## config.mk

```make
export PLATFORM = sky130hd
export DESIGN_NAME = lifo_stack_engine
export DESIGN_NICKNAME = d
export VERILOG_FILES = /design/src/rtl/core/lse_pkg.sv /design/src/rtl/core/lse_ctrl.sv /design/src/rtl/core/lse_dpath.sv /design/src/rtl/core/lifo_stack_engine.sv
export SDC_FILE = /design/constraint.sdc
export NUM_CORES = 2
export LEC_CHECK = 0
export BUFFER_PORTS_ARGS = -buffer_cell sky130_fd_sc_hd__buf_2
export CAP_MARGIN = 5
export CORE_MARGIN = 2
export CORE_UTILIZATION = 43
export CTS_CLUSTER_DIAMETER = 120
export DETAILED_ROUTE_END_ITERATION = 8
export GPL_ROUTABILITY_DRIVEN = 0
export PLACE_DENSITY = 0.7
export SYNTH_ARGS = -nofsm -noshare
export SYNTH_HDL_FRONTEND = slang
export SYNTH_SLANG_ARGS = --single-unit
export TNS_END_PERCENT = 20
```

## constraint.sdc

```tcl
create_clock -name clock -period 9.2 [get_ports clock]
set_input_delay 0.46 -clock clock [delete_from_list [all_inputs] [get_ports clock]]
set_output_delay 0.46 -clock clock [all_outputs]
set_load 0.02 [all_outputs]
```

## src/rtl/core/lse_pkg.sv

```systemverilog
// Shared types and codes for the LIFO stack engine.
`timescale 1ns / 1ps

package lse_pkg;

   localparam logic [2:0] CMD_PUSH = 3'd0;
   localparam logic [2:0] CMD_DUMP = 3'd1;
   localparam logic [2:0] CMD_PEEK = 3'd2;
   localparam logic [2:0] CMD_POP  = 3'd3;
   localparam logic [2:0] CMD_SWAP = 3'd4;

   localparam logic [2:0] ST_DONE  = 3'd0;
   localparam logic [2:0] ST_DATA  = 3'd1;
   localparam logic [2:0] ST_EMPTY = 3'd2;
   localparam logic [2:0] ST_SHORT = 3'd3;
   localparam logic [2:0] ST_FULL  = 3'd4;

   localparam int MIN_SWAP = 2;

   typedef enum logic [2:0] {
      S_IDLE,
      S_PEEK,
      S_DUMP,
      S_SWAP_A,
      S_SWAP_B,
      S_SWAP_C
   } state_type;

   typedef enum logic [1:0] {
      RD_TOP,
      RD_SECOND,
      RD_IDX_DEC
   } rd_sel_type;

   typedef enum logic [1:0] {
      WR_PUSH,
      WR_TOP_FROM_RD,
      WR_SECOND_FROM_HOLD
   } wr_sel_type;

   typedef struct packed {
      logic       mem_we;
      wr_sel_type wr_sel;
      logic       rd_en;
      rd_sel_type rd_sel;
      logic       cnt_inc;
      logic       cnt_dec;
      logic       idx_load;
      logic       idx_dec;
      logic       hold_load;
      logic       out_load;
      logic [2:0] out_status;
      logic       out_data_en;
      logic       out_last;
   } ctl_cmd_type;

   typedef struct packed {
      logic empty;
      logic full;
      logic short_stack;
      logic idx_zero;
      logic slot_free;
   } dp_stat_type;

endpackage

```

## src/rtl/core/lse_ctrl.sv

```systemverilog
// Command sequencer for the LIFO stack engine.
`timescale 1ns / 1ps

module lse_ctrl (
   input  logic                 clock,
   input  logic                 reset,
   input  logic                 req_valid,
   output logic                 req_ready,
   input  logic [2:0]           req_cmd,
   input  lse_pkg::dp_stat_type stat,
   output lse_pkg::ctl_cmd_type ctl
);

   lse_pkg::state_type state_ff, state_in;

   always_ff @(posedge clock) begin
      if (reset) begin
         state_ff <= lse_pkg::S_IDLE;
      end else begin
         state_ff <= state_in;
      end
   end

   always_comb begin
      state_in  = state_ff;
      req_ready = 1'b0;
      ctl       = '0;
      unique case (state_ff)
         lse_pkg::S_IDLE: begin
            req_ready = stat.slot_free;
            if (req_valid && stat.slot_free) begin
               unique case (req_cmd)
                  lse_pkg::CMD_PUSH: begin
                     ctl.out_load = 1'b1;
                     ctl.out_last = 1'b1;
                     if (stat.full) begin
                        ctl.out_status = lse_pkg::ST_FULL;
                     end else begin
                        ctl.mem_we     = 1'b1;
                        ctl.wr_sel     = lse_pkg::WR_PUSH;
                        ctl.cnt_inc    = 1'b1;
                        ctl.out_status = lse_pkg::ST_DONE;
                     end
                  end
                  lse_pkg::CMD_DUMP: begin
                     if (stat.empty) begin
                        ctl.out_load   = 1'b1;
                        ctl.out_last   = 1'b1;
                        ctl.out_status = lse_pkg::ST_EMPTY;
                     end else begin
                        ctl.rd_en    = 1'b1;
                        ctl.rd_sel   = lse_pkg::RD_TOP;
                        ctl.idx_load = 1'b1;
                        state_in     = lse_pkg::S_DUMP;
                     end
                  end
                  lse_pkg::CMD_PEEK: begin
                     if (stat.empty) begin
                        ctl.out_load   = 1'b1;
                        ctl.out_last   = 1'b1;
                        ctl.out_status = lse_pkg::ST_EMPTY;
                     end else begin
                        ctl.rd_en  = 1'b1;
                        ctl.rd_sel = lse_pkg::RD_TOP;
                        state_in   = lse_pkg::S_PEEK;
                     end
                  end
                  lse_pkg::CMD_POP: begin
                     ctl.out_load = 1'b1;
                     ctl.out_last = 1'b1;
                     if (stat.empty) begin
                        ctl.out_status = lse_pkg::ST_EMPTY;
                     end else begin
                        ctl.cnt_dec    = 1'b1;
                        ctl.out_status = lse_pkg::ST_DONE;
                     end
                  end
                  lse_pkg::CMD_SWAP: begin
                     if (stat.short_stack) begin
                        ctl.out_load   = 1'b1;
                        ctl.out_last   = 1'b1;
                        ctl.out_status = lse_pkg::ST_SHORT;
                     end else begin
                        ctl.rd_en  = 1'b1;
                        ctl.rd_sel = lse_pkg::RD_TOP;
                        state_in   = lse_pkg::S_SWAP_A;
                     end
                  end
                  default: begin
                     ctl.out_load   = 1'b1;
                     ctl.out_last   = 1'b1;
                     ctl.out_status = lse_pkg::ST_DONE;
                  end
               endcase
            end
         end
         lse_pkg::S_PEEK: begin
            if (stat.slot_free) begin
               ctl.out_load    = 1'b1;
               ctl.out_status  = lse_pkg::ST_DATA;
               ctl.out_data_en = 1'b1;
               ctl.out_last    = 1'b1;
               state_in        = lse_pkg::S_IDLE;
            end
         end
         lse_pkg::S_DUMP: begin
            if (stat.slot_free) begin
               ctl.out_load    = 1'b1;
               ctl.out_status  = lse_pkg::ST_DATA;
               ctl.out_data_en = 1'b1;
               ctl.out_last    = stat.idx_zero;
               if (stat.idx_zero) begin
                  state_in = lse_pkg::S_IDLE;
               end else begin
                  ctl.rd_en   = 1'b1;
                  ctl.rd_sel  = lse_pkg::RD_IDX_DEC;
                  ctl.idx_dec = 1'b1;
               end
            end
         end
         lse_pkg::S_SWAP_A: begin
            ctl.hold_load = 1'b1;
            ctl.rd_en     = 1'b1;
            ctl.rd_sel    = lse_pkg::RD_SECOND;
            state_in      = lse_pkg::S_SWAP_B;
         end
         lse_pkg::S_SWAP_B: begin
            ctl.mem_we = 1'b1;
            ctl.wr_sel = lse_pkg::WR_TOP_FROM_RD;
            state_in   = lse_pkg::S_SWAP_C;
         end
         lse_pkg::S_SWAP_C: begin
            // write repeats harmlessly while the result slot is busy
            ctl.mem_we = 1'b1;
            ctl.wr_sel = lse_pkg::WR_SECOND_FROM_HOLD;
            if (stat.slot_free) begin
               ctl.out_load   = 1'b1;
               ctl.out_status = lse_pkg::ST_DONE;
               ctl.out_last   = 1'b1;
               state_in       = lse_pkg::S_IDLE;
            end
         end
         default: begin
            state_in = lse_pkg::S_IDLE;
         end
      endcase
   end

endmodule

```

## src/rtl/core/lse_dpath.sv

```systemverilog
// Stack storage, fill count, dump index and result register.
`timescale 1ns / 1ps

module lse_dpath #(
   parameter int DEPTH = 64
) (
   input  logic                 clock,
   input  logic                 reset,
   input  logic signed [31:0]   req_value,
   input  lse_pkg::ctl_cmd_type ctl,
   output lse_pkg::dp_stat_type stat,
   output logic                 rsp_valid,
   input  logic                 rsp_ready,
   output logic [2:0]           rsp_status,
   output logic signed [31:0]   rsp_data,
   output logic                 rsp_last
);

   localparam int AW = (DEPTH > 1) ? $clog2(DEPTH) : 1;
   localparam int CW = $clog2(DEPTH + 1);

   logic [31:0]   mem [DEPTH];
   logic [CW-1:0] count_ff, count_in;
   logic [AW-1:0] idx_ff, idx_in;
   logic [31:0]   rd_data_ff;
   logic [31:0]   hold_ff;
   logic          rsp_valid_ff, rsp_valid_in;
   logic [2:0]    rsp_status_ff;
   logic [31:0]   rsp_data_ff;
   logic          rsp_last_ff;

   logic [AW-1:0] top_addr, second_addr, rd_addr, wr_addr;
   logic [31:0]   wr_data;
   logic [CW-1:0] count_m1, count_m2;

   assign count_m1    = count_ff - CW'(1);
   assign count_m2    = count_ff - CW'(2);
   assign top_addr    = count_m1[AW-1:0];
   assign second_addr = count_m2[AW-1:0];

   always_comb begin
      unique case (ctl.rd_sel)
         lse_pkg::RD_TOP:     rd_addr = top_addr;
         lse_pkg::RD_SECOND:  rd_addr = second_addr;
         lse_pkg::RD_IDX_DEC: rd_addr = idx_ff - AW'(1);
         default:             rd_addr = top_addr;
      endcase
   end

   always_comb begin
      unique case (ctl.wr_sel)
         lse_pkg::WR_PUSH: begin
            wr_addr = count_ff[AW-1:0];
            wr_data = req_value;
         end
         lse_pkg::WR_TOP_FROM_RD: begin
            wr_addr = top_addr;
            wr_data = rd_data_ff;
         end
         lse_pkg::WR_SECOND_FROM_HOLD: begin
            wr_addr = second_addr;
            wr_data = hold_ff;
         end
         default: begin
            wr_addr = count_ff[AW-1:0];
            wr_data = req_value;
         end
      endcase
   end

   always_ff @(posedge clock) begin
      if (ctl.mem_we) begin
         mem[wr_addr] <= wr_data;
      end
   end

   always_ff @(posedge clock) begin
      if (ctl.rd_en) begin
         rd_data_ff <= mem[rd_addr];
      end
   end

   always_ff @(posedge clock) begin
      if (ctl.hold_load) begin
         hold_ff <= rd_data_ff;
      end
   end

   always_comb begin
      count_in = count_ff;
      if (ctl.cnt_inc) begin
         count_in = count_ff + CW'(1);
      end else if (ctl.cnt_dec) begin
         count_in = count_m1;
      end
   end

   always_comb begin
      idx_in = idx_ff;
      if (ctl.idx_load) begin
         idx_in = top_addr;
      end else if (ctl.idx_dec) begin
         idx_in = idx_ff - AW'(1);
      end
   end

   assign stat.slot_free   = !rsp_valid_ff || rsp_ready;
   assign stat.empty       = (count_ff == '0);
   assign stat.full        = (count_ff == CW'(DEPTH));
   assign stat.short_stack = (count_ff < CW'(lse_pkg::MIN_SWAP));
   assign stat.idx_zero    = (idx_ff == '0);

   always_comb begin
      rsp_valid_in = rsp_valid_ff;
      if (ctl.out_load) begin
         rsp_valid_in = 1'b1;
      end else if (rsp_ready) begin
         rsp_valid_in = 1'b0;
      end
   end

   always_ff @(posedge clock) begin
      if (reset) begin
         count_ff     <= '0;
         idx_ff       <= '0;
         rsp_valid_ff <= 1'b0;
      end else begin
         count_ff     <= count_in;
         idx_ff       <= idx_in;
         rsp_valid_ff <= rsp_valid_in;
      end
   end

   always_ff @(posedge clock) begin
      if (ctl.out_load) begin
         rsp_status_ff <= ctl.out_status;
         rsp_data_ff   <= ctl.out_data_en ? rd_data_ff : '0;
         rsp_last_ff   <= ctl.out_last;
      end
   end

   assign rsp_valid  = rsp_valid_ff;
   assign rsp_status = rsp_status_ff;
   assign rsp_data   = rsp_data_ff;
   assign rsp_last   = rsp_last_ff;

   a_count_bound: assert property (@(posedge clock) disable iff (reset)
      count_ff <= CW'(DEPTH))
      else $error("fill count above depth");

   a_no_push_full: assert property (@(posedge clock) disable iff (reset)
      ctl.cnt_inc |-> !stat.full)
      else $error("push into full stack");

   a_no_pop_empty: assert property (@(posedge clock) disable iff (reset)
      ctl.cnt_dec |-> !stat.empty)
      else $error("pop from empty stack");

   a_no_overwrite: assert property (@(posedge clock) disable iff (reset)
      ctl.out_load |-> stat.slot_free)
      else $error("result overwritten before delivery");

endmodule

```

## src/rtl/core/lifo_stack_engine.sv

```systemverilog
// Top level of the LIFO stack engine: sequencer plus storage datapath.
//
//   channel  | handshake              | word
//   ---------+------------------------+-------------------------------------
//   request  | req_valid / req_ready  | req_cmd, req_value
//   response | rsp_valid / rsp_ready  | rsp_status, rsp_data, rsp_last
//
// Push, pop and unknown commands answer from idle; peek reads the top, then answers.
// Swap holds the top, reads the second, writes both back crossed, then answers. Dump sends one
// word per cycle while the response is not held; the stack memory has one registered read port.
// Reset clears the fill count, the sequencer and the response valid; the
// memory is not cleared.
// A low rsp_ready holds a pending response and stalls the sequencer in any state that must load a new one.
`timescale 1ns / 1ps

module lifo_stack_engine #(
   parameter int DEPTH = 64
) (
   input  logic               clock,
   input  logic               reset,
   input  logic               req_valid,
   output logic               req_ready,
   input  logic [2:0]         req_cmd,
   input  logic signed [31:0] req_value,
   output logic               rsp_valid,
   input  logic               rsp_ready,
   output logic [2:0]         rsp_status,
   output logic signed [31:0] rsp_data,
   output logic               rsp_last
);

   lse_pkg::ctl_cmd_type ctl;
   lse_pkg::dp_stat_type stat;

   lse_ctrl u_ctrl (
      .clock     (clock),
      .reset     (reset),
      .req_valid (req_valid),
      .req_ready (req_ready),
      .req_cmd   (req_cmd),
      .stat      (stat),
      .ctl       (ctl)
   );

   lse_dpath #(
      .DEPTH (DEPTH)
   ) u_dpath (
      .clock      (clock),
      .reset      (reset),
      .req_value  (req_value),
      .ctl        (ctl),
      .stat       (stat),
      .rsp_valid  (rsp_valid),
      .rsp_ready  (rsp_ready),
      .rsp_status (rsp_status),
      .rsp_data   (rsp_data),
      .rsp_last   (rsp_last)
   );

endmodule

```

# --- Word level (Yosys, flattened, before mapping) ---
# Memory sizes are Yosys's and may differ from the RTL's. A register that Yosys moved wholly into a read port is not among the register bits.
# Cells that the tools add are included.
op_classes:
  addsub: 4
  n_lt_le_gt_ge: 1
  n_eq_ne: 22
  mux: 58
  n_reduce_logical: 13
op_table:
  columns: ["cell", "count"]
  rows:
  - ["$pmux 32 s2", 1]
  - ["$mux 3", 15]
  - ["$pmux 4 s4", 2]
  - ["$pmux 3 s3", 3]
  - ["$mux 6", 4]
  - ["$pmux 6 s2", 2]
  - ["$mux 1", 18]
  - ["$mux 4", 4]
  - ["$pmux 3 s5", 1]
  - ["$mux 7", 2]
  - ["$eq 3x2->1 const B", 4]
  - ["$eq 3x3->1 const B", 3]
  - ["$mux 9", 1]
  - ["$ne 3x3->1 const B", 3]
  - ["$ne 2x1->1 const B", 4]
  - ["$reduce_and 8->1", 1]
  - ["$add 7x1->7 const B", 1]
  - ["$eq 7x7->1 const B", 1]
  - ["$logic_not 7->1", 1]
  - ["$lt 7x2->1 const B", 1]
  - ["$sub 7x1->7 const B", 1]
  - ["$eq 3x1->1 const B", 2]
  - ["$logic_not 3->1", 2]
  - ["$logic_not 6->1", 1]
  - ["other kinds (14)", 20]
totals:
  register_bits: 85
  ram_bits: 2048
  input_bits: 39
  out_inout_bits: 38
  word_cells: 107
  mem_count: 1
mem_list:
  columns: ["name", "depth", "width", "read_ports", "rd_clocked_by_memory_dff", "wr", "line_no", "text"]
  rows:
  - ["u_dpath.mem", 64, 32, 1, 1, 1, "lse_dpath.sv:22", "logic [31:0] mem [DEPTH];"]

# --- Depth between registers and ports, before layout ---
logic_depth:
  depth_word: 7
  mapped_depth: 18
  mapped_depth_nobuf: 15

# --- Modules after synthesis ---
# From an unflattened synthesis, not the netlist that was laid out.
unflattened:
  cells_unflattened: 5419
  area_unflattened_um2: 85009.0
modules_own_cells:
  columns: ["mod", "instances", "cells_per_inst", "area_per_inst_um2", "seq_area_each_um2"]
  rows:
  - ["lse_dpath", 1, 5340, 84459.8, 64782.1]
  - ["lse_ctrl", 1, 79, 549.3, 60.1]

# --- Worst setup path after synthesis ---
# No wires, ideal clock.
synth_timing:
  path_type: "reg-to-reg"
  startpoint: "register u_ctrl.state_ff[1]"
  endpoint: "memory u_dpath.mem[0][1], data pin"
  t_arrival_ns: 4.357
  required_time_ns: 8.498
  path_slack_ns: 4.141
  path_stages_with_launch: 10
  path_cell_list: "dfxtp_1 clkbuf_1 nor2b_1 nor2b_1 inv_1 ha_1 clkbuf_1 buf_1 a22oi_1 o21ai_0"
synth_between:
  elab_chain_len: 4
synth_lines:
  columns: ["element", "line_no", "text"]
  rows:
  - ["from (decl)", "lse_ctrl.sv:14", "lse_pkg::state_type state_ff, state_in;"]
  - ["from (signal assigned)", "lse_ctrl.sv:18", "state_ff <= lse_pkg::S_IDLE;"]
  - ["from (signal assigned)", "lse_ctrl.sv:20", "state_ff <= state_in;"]
  - ["$eq 3x3->1 / $logic_not 3->1 (equally long branches)", "lse_ctrl.sv:28", "unique case (state_ff)"]
  - ["$pmux 3 s3 *", "lse_ctrl.sv:28", null]
  - ["$eq 2x2->1 / $eq 2x1->1 (equally long branches)", "lse_dpath.sv:51", "unique case (ctl.wr_sel)"]
  - ["$pmux 32 s2 *", "lse_dpath.sv:51", null]
  - ["via u_dpath.wr_data[1]", "lse_dpath.sv:33", "logic [31:0] wr_data;"]
  - ["to (decl)", "lse_dpath.sv:22", null]
# The timed path passes the listed nets; every way through them passes the cells marked *.

# --- Worst setup path in the final report ---
layout_timing:
  startpoint: "register u_dpath.idx_ff[0]"
  endpoint: "register u_dpath.rd_data_ff[14] (read register of u_dpath.mem), data pin"
layout_between:
  elab_chain_len: 6
layout_lines:
  columns: ["element", "line_no", "text"]
  rows:
  - ["from (decl)", "lse_dpath.sv:24", "logic [AW-1:0] idx_ff, idx_in;"]
  - ["from (signal assigned)", "lse_dpath.sv:129", "idx_ff <= idx_in;"]
  - ["$logic_not 6->1", "lse_dpath.sv:111", "assign stat.idx_zero = (idx_ff == '0);"]
  - ["$mux 3", "lse_ctrl.sv:112", "if (stat.idx_zero) begin"]
  - ["$mux 3", "lse_ctrl.sv:107", "if (stat.slot_free) begin"]
  - ["$pmux 3 s3", "lse_ctrl.sv:28", null]
  - ["$eq 2x2->1 / $eq 2x1->1 (equally long branches)", "lse_dpath.sv:42", "unique case (ctl.rd_sel)"]
  - ["$pmux 6 s2", "lse_dpath.sv:42", null]
  - ["to (decl)", "lse_dpath.sv:25", "logic [31:0] rd_data_ff;"]
# Several ways; a longest one is shown, not always the timed one.
# A chain may end at the register's enable or synchronous reset.

==> impl_metrics.ini <==
[power_and_ir_drop]
fin_total_pwr_uw = 20400
p_leak_uw = 0.0291
ir_drop_v = 0.000202
power.density_nw_per_um2 = 217

[drt]
final_antenna_net_count = 0
drc = 0
wirelength_um = 208000
dr.pass1.iters = 6
vias = 41700
vias_per_cell = 6.13
drt_iter0_drc = 5722
routedWlPerCell_um = 30.6

[yosys]
synth_edf_count = 2148
synth_fp_nets = 3981
synth_area_um2 = 83200
ys_seq_area_frac = 0.779
synth.yosys.warnings = 0
ys_ff_latch = 2165
synth_flop_cell = edfxtp_1
avgSynthCellArea_um2 = 21.2
synth_cell_types = 66
async_flop_share = 0
synthCells = 3930

[clock_network]
cts_buffers = 197
ctsResizeCount = 0
tritoncts = yes
cts-root-buf = clkbuf_16
post-cts-setup-buffers = 0
cts_hold_buf = 0
cts_sinks = 2165
worstSkewPairLatency_ps = 840
path_clk_slew_ps = 70
clock_path_buffers = 3
htree_levels = 4

[cells_and_area]
drive_above_1_share = 0.254
layout_commonest_cell = edfxtp_1
final_nets = 4163
area_growth_pct = 12.9
layout.cells.most_common_list = edfxtp_1 (2148), mux4_2 (494), a22oi_1 (305)

[status]
run_status = completed

[floorplanning]
die_h_um = 444
start_util = 0.432
io_pins = 77
core_um2 = 192000
die_w_um = 444
std_cell_rows = 161
fp.dieArea_um2 = 197000

[critical_path]
path_max_fanout = 77
critical_path_class = register to register
end_kind = register
required_ps = 9720
slowest_stage = a21oi_1
setup.worst_path.start_class = register
path_cells = inv_1, ha_1, nor2b_1, nand2_1, nand4_1, ha_1, o31ai_4, buf_12, buf_4, mux4_2, a22oi_1, a21oi_1, a21oi_1, nand2_1
cp.arrival_ps = 7070
reg2reg_slack_ps = 2660
max_stage_delay_ps = 880

[timing]
fin_skew_ps = 26.6
setup_tns_ps = 0
setup_viol = 0
layout_min_cycle_time_ps = 6540
slew_viol_final = 0
hold_viol = 0
clock.fmax_ghz = 0.153
rsz0062_at_grt = no
tightest_slew_ps = 1240
relSlewSlack = 0.176
timing.final.crit_share = 0.711

[flow_run]
cap_violations = 0

[global_routing]
antenna_found_initial = 7
grtUsageTotal = 0.209
grt_overflow = 0
grt_pass1_vias = 41200
grt_pass1_wl_um = 296000
grt_max_degree = 122

[hold_path]
hold_path_class = input port to register

[place]
post-dp-hpwl_um = 109000
port_buffers = 76
[layout make-up]
class	count	area [um^2]
timing repair buffer	208	1510
sequential	2165	64800
fill	15100	98400
clock inverter	98	937
multi-input combinational	1521	18100
antenna	5	12.5
inverter	19	71.3
tap	2526	3160
clock buffer	262	5340
[sequential cells by signal, summed over array words and instances, names as in the netlist, 3 cells and up]
name / flops
u_dpath.rsp_data: 32
u_dpath.rsp_status: 3
u_dpath.mem: 2048
u_ctrl.state_ff: 3
u_dpath.rd_data_ff: 32
u_dpath.idx_ff: 6
u_dpath.hold_ff: 32
u_dpath.count_ff: 7
[per-stage QoR]
step           cell area, um^2  hold WS [ps]  std cells  worst slack [ps]   util
2_1_floorplan            83200           442       3930              4140      -
3_3_place_gp             87600           475       6438              2930  0.456
3_5_place_dp             87700           471       6439              2830  0.456
4_1_cts                  93900          18.5       6799              2810  0.488
5_1_grt                  93900          48.7       6799              2270  0.488
6_report                 93900          60.8       6804              2660  0.488
[cells in the mapped netlist (2+ instances only)]
cell type	number	area share
a21oi_1	88	0.0053
buf_1	6	0.00027
buf_4	12	0.0011
clkbuf_1	72	0.0032
and2_1	37	0.0028
a311oi_1	2	0.00021
buf_2	121	0.0073
a21o_1	2	0.00018
mux4_2	494	0.13
a211oi_1	2	0.00018
a311o_1	2	0.00024
a22o_1	6	0.00063
inv_1	18	0.00081
a21boi_0	2	0.00018
o21ai_0	50	0.0030
nand3_1	34	0.0020
nor2_1	111	0.0050
or2_2	3	0.00023
mux2i_1	11	0.0013
dfxtp_1	17	0.0041
xnor2_1	8	0.00084
o22ai_1	6	0.00045
a22oi_1	305	0.028
ha_1	12	0.0018
o31ai_1	2	0.00018
nand2b_1	6	0.00045
o31a_1	3	0.00032
nor3b_1	5	0.00045
a211o_1	3	0.00032
a31oi_1	5	0.00038
buf_6	14	0.0019
nor3_1	11	0.00066
nand4_1	8	0.00060
a221oi_1	9	0.00095
nand2_1	242	0.011
nor2b_1	9	0.00068
o211ai_1	4	0.00036
edfxtp_1	2148	0.78
and3_1	4	0.00030
or3_1	3	0.00023
xor2_1	6	0.00063
a32oi_1	3	0.00032
[routing by layer]
layer / GRT usage / vias to the layer above / wire length [um]
met5: 0 / - / 0
li1: - / 16800 / -
met1: 0.288 / 22300 / 79600
met4: 0.0721 / 0 / 6910
met3: 0.0428 / 327 / 20300
met2: 0.333 / 2231 / 101000
[cells by family (layout without fill, tap and decap cells)]
group | count (synthesis) | after routing | synth area share
multiplexers | 506 | 506 | 0.135
XOR/XNOR | 14 | 14 | 0.00147
adder cells (fa/ha/maj) | 12 | 12 | 0.00180
flip-flops | 2165 | 2165 | 0.779
AO/OA/AOI/OAI | 509 | 509 | 0.0425
AND/OR/NAND/NOR | 480 | 480 | 0.0250
other | 0 | 5 | 0
buffers and inverters | 244 | 587 | 0.0146
[critical path: cells and delay by family, from the launching register on]
| family | cells | cell delay (ps) |
|---|---|---|
| AO/OA/AOI/OAI | 4 | 1980 |
| buffers and inverters | 3 | 1460 |
| adder cells (fa/ha/maj) | 2 | 880 |
| AND/OR/NAND/NOR | 4 | 790 |
| multiplexers | 1 | 590 |
| flip-flops | 1 | 450 |
[worst paths after layout]
kind,startpoint,to,cells after the start
setup / recovery,u_dpath.idx_ff[0],u_dpath.rd_data_ff[14],14
hold / removal,reset,u_dpath.idx_ff[4],2
setup reg to reg,u_dpath.idx_ff[0],u_dpath.rd_data_ff[14],14
hold reg to reg,u_dpath.rd_data_ff[26],u_dpath.hold_ff[26],0
[where the power goes]
part	internal, uW	total, uW	switching [uW]
logic	455	1390	939
clock network	4590	8070	3470
registers	10900	10900	29.2
Power figures use the tool's default switching activity.
